### src/hw/rtl/owbm_pkg.sv
// Shared types and constants for the single-wire bus master.
// Used by owbm_regs and onewire_bus_master; depends on nothing else.
package owbm_pkg;

	localparam int REG_W     = 10;
	localparam int NUM_REGS  = 7;
	localparam int REG_IDX_W = 3;

	localparam logic [REG_IDX_W-1:0] REG_RESET_LOW     = 3'd0;
	localparam logic [REG_IDX_W-1:0] REG_PRESENCE_WAIT = 3'd1;
	localparam logic [REG_IDX_W-1:0] REG_RESET_TAIL    = 3'd2;
	localparam logic [REG_IDX_W-1:0] REG_SLOT_START    = 3'd3;
	localparam logic [REG_IDX_W-1:0] REG_WRITE_HOLD    = 3'd4;
	localparam logic [REG_IDX_W-1:0] REG_READ_SAMPLE   = 3'd5;
	localparam logic [REG_IDX_W-1:0] REG_READ_TAIL     = 3'd6;

	localparam logic [REG_W-1:0] REG_DEFAULTS [NUM_REGS] = '{
		10'd480, 10'd60, 10'd420, 10'd1, 10'd60, 10'd14, 10'd45
	};

	localparam logic [2:0] OP_RESET      = 3'd0;
	localparam logic [2:0] OP_WRITE_BIT  = 3'd1;
	localparam logic [2:0] OP_READ_BIT   = 3'd2;
	localparam logic [2:0] OP_WRITE_BYTE = 3'd3;
	localparam logic [2:0] OP_READ_BYTE  = 3'd4;

	localparam int         BIT_CNT_W     = 4;
	localparam logic [3:0] BITS_PER_BYTE = 4'd8;

	typedef enum logic [2:0] {
		PH_IDLE,
		PH_RST_LOW,
		PH_RST_WAIT,
		PH_RST_TAIL,
		PH_SLOT_START,
		PH_WRITE_HOLD,
		PH_READ_WAIT,
		PH_READ_TAIL
	} phase_t;

endpackage

### src/hw/rtl/onewire_bus_master.sv
// Single-wire bus master: tick-driven slot sequencer with configurable timing.
// Depends on owbm_pkg and owbm_regs.
//
// Every input word is one microsecond tick. It carries the sampled line level
// and, when command_valid is set, a command: bus reset with presence detect,
// write bit, read bit, write byte or read byte (bytes least significant bit first).
// Every accepted word yields exactly one output word holding the line pull-down,
// the busy flag, the done pulse and the read value (presence bit, bit or byte).
// Commands that arrive while a command is running, including on its completion
// tick, are ignored, as are undefined opcodes.
// The output word for a tick is registered at the edge that accepts the tick.
// Throughput is one tick per clock while the receiver keeps up; the sequencer
// state updates once per accepted word in a single pass of logic.
// The output register is a single stage; while the receiver stalls, s_tready is
// low and the tick is held upstream. A new word is taken in the same cycle that
// the pending output is taken.
// Reset clears the sequencer to idle, empties the output register and loads the
// default slot timings. The timing registers may be rewritten while idle.
module onewire_bus_master #(
	parameter int COUNT_WIDTH = 10
) (
	input  logic                           clk,
	input  logic                           arst_n,
	input  logic                           s_tvalid,
	output logic                           s_tready,
	input  logic [15:0]                    s_tdata,  // command_data[7:0], line_level[8]
	input  logic [3:0]                     s_tuser,  // command_valid[0], opcode[3:1]
	output logic                           m_tvalid,
	input  logic                           m_tready,
	output logic [15:0]                    m_tdata,  // drive_low, busy_res, done_res,
	                                                 // read_value[10:3]
	input  logic                           cfg_we,
	input  logic [owbm_pkg::REG_IDX_W-1:0] cfg_addr,
	input  logic [owbm_pkg::REG_W-1:0]     cfg_wdata
);
	import owbm_pkg::*;

	logic                   accept;
	logic                   cmd_valid;
	logic [2:0]             opcode;
	logic [7:0]             command_data;
	logic                   line_level;

	phase_t                 phase_q, ph_e, phase_d;
	logic [COUNT_WIDTH-1:0] tick_q, tick_e, tick_d;
	logic [BIT_CNT_W-1:0]   bit_cnt_q, bit_e, bit_d;
	logic [7:0]             shift_q, shift_e, shift_d;
	logic [2:0]             op_q, op_e;
	logic                   samp_q, samp_e, samp_d;
	logic                   start;

	logic [COUNT_WIDTH-1:0] phase_len;
	logic [COUNT_WIDTH:0]   tick_inc;
	logic                   phase_end;
	logic                   cmd_end;

	logic                   drive_d, busy_d;
	logic [7:0]             value_d;

	logic                   m_tvalid_q, drive_q, busy_q, done_q;
	logic [7:0]             value_q;

	assign cmd_valid    = s_tuser[0];
	assign opcode       = s_tuser[3:1];
	assign command_data = s_tdata[7:0];
	assign line_level   = s_tdata[8];

	assign s_tready = !m_tvalid_q || m_tready;
	assign accept   = s_tvalid && s_tready;

	owbm_regs #(
		.COUNT_WIDTH(COUNT_WIDTH)
	) u_regs (
		.clk       (clk),
		.arst_n    (arst_n),
		.cfg_we    (cfg_we),
		.cfg_addr  (cfg_addr),
		.cfg_wdata (cfg_wdata),
		.phase     (ph_e),
		.phase_len (phase_len)
	);

	always_comb begin
		start = (phase_q == PH_IDLE) && cmd_valid &&
			(opcode inside {OP_RESET, OP_WRITE_BIT, OP_READ_BIT, OP_WRITE_BYTE, OP_READ_BYTE});
		if (start) begin
			ph_e    = (opcode == OP_RESET) ? PH_RST_LOW : PH_SLOT_START;
			tick_e  = '0;
			bit_e   = '0;
			shift_e = command_data;
			op_e    = opcode;
			samp_e  = 1'b0;
		end else begin
			ph_e    = phase_q;
			tick_e  = tick_q;
			bit_e   = bit_cnt_q;
			shift_e = shift_q;
			op_e    = op_q;
			samp_e  = samp_q;
		end
	end

	assign tick_inc  = {1'b0, tick_e} + {{COUNT_WIDTH{1'b0}}, 1'b1};
	assign phase_end = (tick_inc >= {1'b0, phase_len});

	// Next state of the sequencer.
	always_comb begin
		phase_d = ph_e;
		tick_d  = tick_e;
		bit_d   = bit_e;
		shift_d = shift_e;
		samp_d  = samp_e;
		cmd_end = 1'b0;
		if (ph_e != PH_IDLE) begin
			if ((ph_e == PH_RST_TAIL || ph_e == PH_READ_TAIL) && tick_e == '0) begin
				samp_d = line_level;
			end
			tick_d = tick_inc[COUNT_WIDTH-1:0];
			if (phase_end) begin
				tick_d = '0;
				case (ph_e)
					PH_RST_LOW:  phase_d = PH_RST_WAIT;
					PH_RST_WAIT: phase_d = PH_RST_TAIL;
					PH_RST_TAIL: begin
						cmd_end = 1'b1;
						phase_d = PH_IDLE;
					end
					PH_SLOT_START: begin
						phase_d = (op_e == OP_WRITE_BIT || op_e == OP_WRITE_BYTE) ?
							PH_WRITE_HOLD : PH_READ_WAIT;
					end
					PH_WRITE_HOLD: begin
						shift_d = {1'b0, shift_e[7:1]};
						bit_d   = bit_e + 1'b1;
						if (op_e == OP_WRITE_BIT || bit_d >= BITS_PER_BYTE) begin
							cmd_end = 1'b1;
							phase_d = PH_IDLE;
						end else begin
							phase_d = PH_SLOT_START;
						end
					end
					PH_READ_WAIT: phase_d = PH_READ_TAIL;
					PH_READ_TAIL: begin
						if (op_e == OP_READ_BIT) begin
							cmd_end = 1'b1;
							phase_d = PH_IDLE;
						end else begin
							shift_d = {samp_d, shift_e[7:1]};
							bit_d   = bit_e + 1'b1;
							if (bit_d >= BITS_PER_BYTE) begin
								cmd_end = 1'b1;
								phase_d = PH_IDLE;
							end else begin
								phase_d = PH_SLOT_START;
							end
						end
					end
					default: phase_d = PH_IDLE;
				endcase
			end
		end
	end

	// Line drive and result of this tick.
	always_comb begin
		busy_d  = (ph_e != PH_IDLE);
		value_d = '0;
		case (ph_e)
			PH_RST_LOW, PH_SLOT_START: drive_d = 1'b1;
			PH_WRITE_HOLD:             drive_d = !shift_e[0];
			default:                   drive_d = 1'b0;
		endcase
		if (cmd_end) begin
			if (ph_e == PH_RST_TAIL) begin
				value_d = {7'd0, samp_d};
			end else if (ph_e == PH_READ_TAIL) begin
				value_d = (op_e == OP_READ_BIT) ? {7'd0, samp_d} : shift_d;
			end
		end
	end

	always_ff @(posedge clk or negedge arst_n) begin
		if (!arst_n) begin
			phase_q   <= PH_IDLE;
			tick_q    <= '0;
			bit_cnt_q <= '0;
			shift_q   <= '0;
			op_q      <= OP_RESET;
			samp_q    <= 1'b0;
		end else if (accept) begin
			phase_q   <= phase_d;
			tick_q    <= tick_d;
			bit_cnt_q <= bit_d;
			shift_q   <= shift_d;
			op_q      <= op_e;
			samp_q    <= samp_d;
		end
	end

	always_ff @(posedge clk or negedge arst_n) begin
		if (!arst_n) begin
			m_tvalid_q <= 1'b0;
		end else if (accept) begin
			m_tvalid_q <= 1'b1;
		end else if (m_tready) begin
			m_tvalid_q <= 1'b0;
		end
	end

	always_ff @(posedge clk) begin
		if (accept) begin
			drive_q <= drive_d;
			busy_q  <= busy_d;
			done_q  <= cmd_end;
			value_q <= value_d;
		end
	end

	assign m_tvalid = m_tvalid_q;
	assign m_tdata  = {5'd0, value_q, done_q, busy_q, drive_q};

	a_idle_holds: assert property (@(posedge clk) disable iff (!arst_n)
		(accept && phase_q == PH_IDLE && !cmd_valid) |=> (phase_q == PH_IDLE))
		else $error("sequencer left idle without a command");

	a_done_to_idle: assert property (@(posedge clk) disable iff (!arst_n)
		(accept && cmd_end) |=> (phase_q == PH_IDLE))
		else $error("command completed but sequencer not idle");

	a_bits_in_range: assert property (@(posedge clk) disable iff (!arst_n)
		(phase_q != PH_IDLE) |-> (bit_cnt_q < BITS_PER_BYTE))
		else $error("bit counter ran past a byte during a command");

	a_drive_busy: assert property (@(posedge clk) disable iff (!arst_n)
		(accept && drive_d) |=> (busy_q && m_tvalid_q))
		else $error("line driven low while no command in progress");

	a_tick_below_len: assert property (@(posedge clk) disable iff (!arst_n)
		(accept && ph_e != PH_IDLE && phase_d == ph_e && !start) |=> (tick_q != '0))
		else $error("tick counter did not advance within a phase");

endmodule

### src/hw/rtl/owbm_regs.sv
// Timing register file of the single-wire bus master and the phase length lookup.
// Depends on owbm_pkg.
module owbm_regs #(
	parameter int COUNT_WIDTH = 10
) (
	input  logic                              clk,
	input  logic                              arst_n,
	input  logic                              cfg_we,
	input  logic [owbm_pkg::REG_IDX_W-1:0]    cfg_addr,
	input  logic [owbm_pkg::REG_W-1:0]        cfg_wdata,
	input  owbm_pkg::phase_t                  phase,
	output logic [COUNT_WIDTH-1:0]            phase_len
);
	import owbm_pkg::*;

	localparam int CMP_W = ((COUNT_WIDTH > REG_W) ? COUNT_WIDTH : REG_W) + 1;
	localparam logic [CMP_W-1:0] LEN_MAX = CMP_W'((64'd1 << COUNT_WIDTH) - 64'd1);

	logic [REG_W-1:0] regs_q [NUM_REGS];
	logic [REG_W-1:0] raw_len;
	logic [CMP_W-1:0] ext_len;
	logic [CMP_W-1:0] clamped_len;

	always_ff @(posedge clk or negedge arst_n) begin
		if (!arst_n) begin
			for (int i = 0; i < NUM_REGS; i++) begin
				regs_q[i] <= REG_DEFAULTS[i];
			end
		end else if (cfg_we && (cfg_addr <= REG_READ_TAIL)) begin
			regs_q[cfg_addr] <= cfg_wdata;
		end
	end

	always_comb begin
		case (phase)
			PH_RST_LOW:    raw_len = regs_q[REG_RESET_LOW];
			PH_RST_WAIT:   raw_len = regs_q[REG_PRESENCE_WAIT];
			PH_RST_TAIL:   raw_len = regs_q[REG_RESET_TAIL];
			PH_SLOT_START: raw_len = regs_q[REG_SLOT_START];
			PH_WRITE_HOLD: raw_len = regs_q[REG_WRITE_HOLD];
			PH_READ_WAIT:  raw_len = regs_q[REG_READ_SAMPLE];
			default:       raw_len = regs_q[REG_READ_TAIL];
		endcase
		ext_len = CMP_W'(raw_len);
		if (ext_len == '0) begin
			clamped_len = CMP_W'(1);
		end else if (ext_len > LEN_MAX) begin
			clamped_len = LEN_MAX;
		end else begin
			clamped_len = ext_len;
		end
		phase_len = clamped_len[COUNT_WIDTH-1:0];
	end

endmodule
### config.mk
export PLATFORM = sky130hd
export DESIGN_NAME = onewire_bus_master
export DESIGN_NICKNAME = d
export VERILOG_FILES = /design/src/hw/rtl/owbm_pkg.sv /design/src/hw/rtl/onewire_bus_master.sv /design/src/hw/rtl/owbm_regs.sv
export SDC_FILE = /design/constraint.sdc
export NUM_CORES = 1
export LEC_CHECK = 0
export BUFFER_PORTS_ARGS = -buffer_cell sky130_fd_sc_hd__buf_2
export CAP_MARGIN = 20
export CORE_MARGIN = 8
export CORE_UTILIZATION = 40
export DETAILED_ROUTE_END_ITERATION = 7
export GPL_TIMING_DRIVEN = 1
export PLACE_DENSITY = 0.62
export SLEW_MARGIN = 20
export SYNTH_ARGS = -nofsm -noshare
export SYNTH_HDL_FRONTEND = slang
export SYNTH_SLANG_ARGS = --single-unit
### constraint.sdc
create_clock -name clk -period 4.51 [get_ports clk]
set_clock_uncertainty 0.05 [all_clocks]
set_input_delay 0.451 -clock clk [delete_from_list [all_inputs] [get_ports clk]]
set_output_delay 0.451 -clock clk [all_outputs]
set_load 0.1 [all_outputs]
# --- Word-level counts from Yosys, hierarchy flattened ---
# Index checks and enable logic that the tools add are counted.
totals:
  ff_bits: 111
  input_bits: 38
  wordCells: 107
op_classes:
  add_sub_neg: 2
  magnitude_cmp: 5
  eq_ne: 14
  mux: 43
  bitwise: 3
  n_reduce_logical: 21
ops:
  columns: ["operator", "n"]
  rows:
  - ["$bwmux W70", 1]
  - ["$pmux W10 S6", 1]
  - ["$mux W10", 5]
  - ["$mux W8", 4]
  - ["$demux W10 S3", 1]
  - ["$mux W3", 8]
  - ["$logic_not A10 Y1", 2]
  - ["$eq A3 B2 Y1 const B", 6]
  - ["$pmux W3 S6", 1]
  - ["$mux W4", 4]
  - ["$pmux W8 S2", 1]
  - ["$eq A3 B3 Y1 const B", 5]
  - ["$mux W1", 13]
  - ["$add A10 B1 Y11 const B", 1]
  - ["$ge A11 B10 Y1", 1]
  - ["$eq A3 B1 Y1 const B", 3]
  - ["$ge A4 B4 Y1 const B", 2]
  - ["$pmux W4 S2", 1]
  - ["$logic_and A1 B1 Y1", 6]
  - ["$logic_not A3 Y1", 2]
  - ["$reduce_bool A5 Y1", 1]
  - ["$add A4 B1 Y4 const B", 1]
  - ["$logic_or A1 B1 Y1", 4]
  - ["$lt A4 B1 Y1 const B", 1]
  - ["other kinds (11)", 13]

# --- Logic depth before layout (Yosys ltp) ---
depth:
  ltp_word: 15
  depth_mapped: 19
  depth_no_buf: 16

# --- Hierarchy ---
# Synthesis repeated with hierarchy kept, for this count alone.
unflattened:
  cells_unflattened: 534
  area_unflattened_um2: 6144.6
modules_own_cells:
  columns: ["module", "instances", "cells_each", "area_each_um2", "seq_area_each_um2"]
  rows:
  - ["owbm_regs", 1, 213, 3334.4, 1781.7]
  - ["onewire_bus_master", 1, 321, 2810.2, 1081.0]

# --- Least setup slack after synthesis ---
# No wires, ideal clock.
synth_timing:
  kind: "reg-to-reg"
  from: "reg phase_q[0]"
  to: "reg value_q[2] (data pin)"
  arrival_ns: 3.796
  t_required_ns: 4.314
  setup_slack_ns: 0.518
  path_stages_with_launch: 18
  period_less_slack_ns: 3.992
  cell_sequence: "dfrtp_1 buf_6 or2_1 a211oi_1 a32o_1 a211oi_1 and3_1 nand4_1 o21ai_1 ha_1 nand2b_1 a31oi_1 o31ai_1 o221a_2 nor2_2 or4_1 buf_4 a21oi_1"
synth_between:
  elab_chain_cells: 13
synth_lines:
  columns: ["item", "line", "text"]
  rows:
  - ["from (decl)", "onewire_bus_master.sv:44", "phase_t phase_q, ph_e, phase_d;"]
  - ["from (signal assigned)", "onewire_bus_master.sv:191", "phase_q <= phase_d;"]
  - ["$logic_not A3 Y1", "onewire_bus_master.sv:84", "start = (phase_q == PH_IDLE) && cmd_valid &&"]
  - ["$logic_and A1 B1 Y1 (2 in a row)", "onewire_bus_master.sv:84", null]
  - ["$mux W3 / $mux W4 (equally long branches)", "onewire_bus_master.sv:86", "if (start) begin"]
  - ["$eq A3 B3 Y1, or another cell as far along", "owbm_regs.sv:35", "case (phase)"]
  - ["$pmux W10 S6 / $ge A4 B4 Y1 (equally long branches)", "owbm_regs.sv:35, onewire_bus_master.sv:135, onewire_bus_master.sv:150", null]
  - ["$logic_not A10 Y1, or another cell as far along", "owbm_regs.sv:45", "if (ext_len == '0) begin"]
  - ["$mux W10, or another cell as far along", "owbm_regs.sv:45", null]
  - ["$ge A11 B10 Y1 / $pmux W1 S3 (equally long branches)", "onewire_bus_master.sv:104, onewire_bus_master.sv:121", null]
  - ["$mux W1", "onewire_bus_master.sv:119", "if (phase_end) begin"]
  - ["$mux W1", "onewire_bus_master.sv:114", "if (ph_e != PH_IDLE) begin"]
  - ["$not A1 Y1 (no line)", null, null]
  - ["$reduce_or A4 Y1 (no line)", null, null]
  - ["to (signal assigned)", "onewire_bus_master.sv:215", "value_q <= value_d;"]
  - ["to (decl)", "onewire_bus_master.sv:61", "logic [7:0] value_q;"]
# Several ways; a longest one is shown, not always the timed one.
# A chain may end at the register's enable or synchronous reset.

# --- Worst setup path after layout ---
layout_timing:
  from: "reg phase_q[0]"
  to: "reg value_q[7] (data pin)"
layout_between:
  elab_chain_cells: 13
layout_lines:
  columns: ["item", "line"]
  rows:
  - ["$logic_not A3 Y1", "onewire_bus_master.sv:84"]
  - ["$logic_and A1 B1 Y1 (2 in a row)", "onewire_bus_master.sv:84"]
  - ["$mux W3 / $mux W4 (equally long branches)", "onewire_bus_master.sv:86"]
  - ["$eq A3 B3 Y1, or another cell as far along", "owbm_regs.sv:35"]
  - ["$pmux W10 S6 / $ge A4 B4 Y1 (equally long branches)", "owbm_regs.sv:35, onewire_bus_master.sv:135, onewire_bus_master.sv:150"]
  - ["$logic_not A10 Y1, or another cell as far along", "owbm_regs.sv:45"]
  - ["$mux W10, or another cell as far along", "owbm_regs.sv:45"]
  - ["$ge A11 B10 Y1 / $pmux W1 S3 (equally long branches)", "onewire_bus_master.sv:104, onewire_bus_master.sv:121"]
  - ["$mux W1", "onewire_bus_master.sv:119"]
  - ["$mux W1", "onewire_bus_master.sv:114"]
  - ["$not A1 Y1 (no line)", null]
  - ["$reduce_or A4 Y1 (no line)", null]
# Several ways; a longest one is shown, not always the timed one.

==> results.ini <==
[yosys]
netlist_top_cells_count = dfrtp_1, mux2_2, nand2_1
synthTopCellsByArea = dfrtp_1, mux2_2, dfstp_2, edfxtp_1, nand2_1
async_flop_share_pct = 90.1
yosys.area.top_type = dfrtp_1
ys_ff_latch = 111
ys_seq_area_share_pct = 47.6
netlist_area_sq_um = 6010
synth-edff-count = 11
synth-main-ff-cell = dfrtp_1
syn_inst = 537
netlist-cell-type-count = 75
synth_top_area_share_pct = 31.6
ys_warn_count = 0
synth.avg_cell_area_sq_um = 11.2

[floorplanning]
coreArea_sq_um = 14900
io-pin-count = 56
die_w_um = 139
die-height_um = 139
die-area_sq_um = 19200
std_cell_rows = 45
start_util_pct = 40.3

[timing]
period_needed_ns = 4.24
tightest_slew_ns = 0.958
setup_viol = 0
finalHoldViolations = 0
fin_setup_tns_ns = 0
rsz0062_at_grt = false
final_max_slew_viol_count = 0
fmax_mhz = 236
finalWorstSetupSlack_ns = 0.266
post-route-period-util_pct = 94.1
relSlewSlack_pct = 35.8

[min_path]
hold_class = primary input to asynchronous set/reset pin

[clock_tree]
clockBufferDepth = 2
clockRootBuffer = clkbuf_16
cts_made_buffers = 9
h-tree-depth = 3
cts_tree = done
clkSlewWorstSetupHoldPaths_ns = 0.07
clock_latency_ns = 0.36
cts_sinks = 111

[placed_design]
port_buffers = 43
dpl-instance-area_sq_um = 6500
hpwlAfterDp_um = 10400
gp_congestion = 0.841
place_ws_ns = 0.0657

[detailed_routing]
post_drt_wl_per_cell_um = 18.6
drt-pass1-iter-count = 5
routed-via-count = 4440
drtIter0Drc = 261
drc = 0
antenna_left = 0
avgViaCountPerCell = 5.69
routed_wl_um = 14500

[pwr]
pwr_density_cell_nw_per_um2 = 554
peakVddDrop_mv = 0.270
leakagePower_nw = 2.98

[setup_path]
critPathTopFamily = compound AO/OA/AOI/OAI gates
endpoint_kind = register
critPathSlowestCell = mux4_2
path_buf_inv = 3
startpoint_type = register
critical_path.max_fanout = 22
path_common_cell = buf_12
worstPathRequired_ns = 4.56
cpPeakStageDelay_ns = 0.55
crit_type = register to register
arrival_ns = 4.29
crit_chain = buf_12, mux4_2, nand2_1, o21ai_0, a211oi_2, and3_1, nand4_1, o21ai_1, ha_1, nand2b_1, a31oi_1, o31ai_1, o221a_2, o21ai_4, buf_12, buf_4, a32oi_1, nor2_1

[grt]
grt_pass1_vias = 4582
grt_overflow_total = 0
track_usage_pct = 15.4
grt_max_degree = 64
antenna_found_initial = 0
grt_pass1_wl_um = 24200

[final_layout]
drive_above_1_share_pct = 35.6
synthToLayoutAreaGrowth_pct = 13.9
final_area_sq_um = 6850
diodes = 0
final_nets = 638

[job]
drv_cap = 0

[status]
status = finished clean

## stage by stage
stage                     power, mW  utilization [%]  instances  hold WS, ns
after detailed placement       2.99             43.6        763        0.434
final                          3.79             45.9        780        0.148
after global routing           4.05             45.9        780        0.211
after CTS                      3.77             45.5        779        0.186
after global placement         2.94             43.6        763        0.411
after floorplan                2.55                -        541        0.105
## report_power, final
part / switching [mW] / total (mW) / internal (mW) / leakage [nW]
logic: 0.874 / 1.55 / 0.674 / 1.56
clock network: 0.376 / 0.760 / 0.384 / 0.137
registers: 0.189 / 1.48 / 1.29 / 1.28
## cell usage in the layout, fill, tap and decap left out, types with 13 or more instances in the layout
| cell type | synthesis | layout |
|---|---|---|
| mux2i_1 | 17 | 17 |
| nor2_1 | 43 | 43 |
| ha_1 | 13 | 13 |
| mux2_2 | 76 | 76 |
| a21oi_1 | 16 | 16 |
| buf_4 | 10 | 24 |
| buf_2 | 4 | 42 |
| nand2_1 | 49 | 49 |
| dfstp_2 | 24 | 24 |
| dfrtp_1 | 76 | 75 |
## registers in the layout, indices dropped and copies added (netlist names)
name	count
shift_q	8
phase_q	3
samp_q	1
m_tvalid	1
value_q	8
busy_q	1
done_q	1
op_q	3
tick_q	10
u_regs.regs_q	70
bit_cnt_q	4
drive_q	1
## area by class of cell
class                   count  area [sq um]
clock buffers              10           229
clock inverters             6          50.0
fillers                  1366          8070
inverters                   8          30.0
multi-input cells         388          2990
flip-flops and latches    111          2860
well taps                 188           235
repair buffers             69           450
## path summary, 6_finish.rpt
check | from | cells past startpoint | slack (ns) | endpoint
worst min-delay path | arst_n | 1 | 0.15 | m_tvalid
worst min register to register | shift_q[7] | 2 | 0.45 | shift_q[7]
worst max register to register | phase_q[0] | 18 | 0.27 | value_q[7]
worst max-delay path | phase_q[0] | 18 | 0.27 | value_q[7]
max in group asynchronous | arst_n | 2 | 3.22 | phase_q[1]
min in group clk | s_tvalid | 2 | 0.26 | m_tvalid
## metal layers
metal | track usage, % | wire length (um) | up-vias
met5 | 0 | 0 | -
met4 | 5.26 | 295 | 0
met3 | 3.60 | 677 | 24
met2 | 25.1 | 7010 | 120
met1 | 19.6 | 6490 | 2203
li1 | - | - | 2093
## kinds of logic (layout without fill, tap and decap cells)
family / after synthesis / after routing / synth area share (%)
flops: 111 / 111 / 47.6
buf+inv: 42 / 93 / 3.58
mux: 95 / 95 / 17.8
compound gates: 114 / 114 / 14.3
other cells: 1 / 5 / 0.0624
fa+ha+maj: 13 / 13 / 2.71
xor+xnor: 9 / 9 / 1.31
simple gates: 152 / 152 / 12.6
## repair_timing
item | in CTS | in global routing
endpoints found under the setup margin | 0 | 27
setup buffers | 0 | 1
hold buffers | 0 | 0
gates resized for setup | 0 | 8
Note: power is estimated with default switching activity, not from simulation.
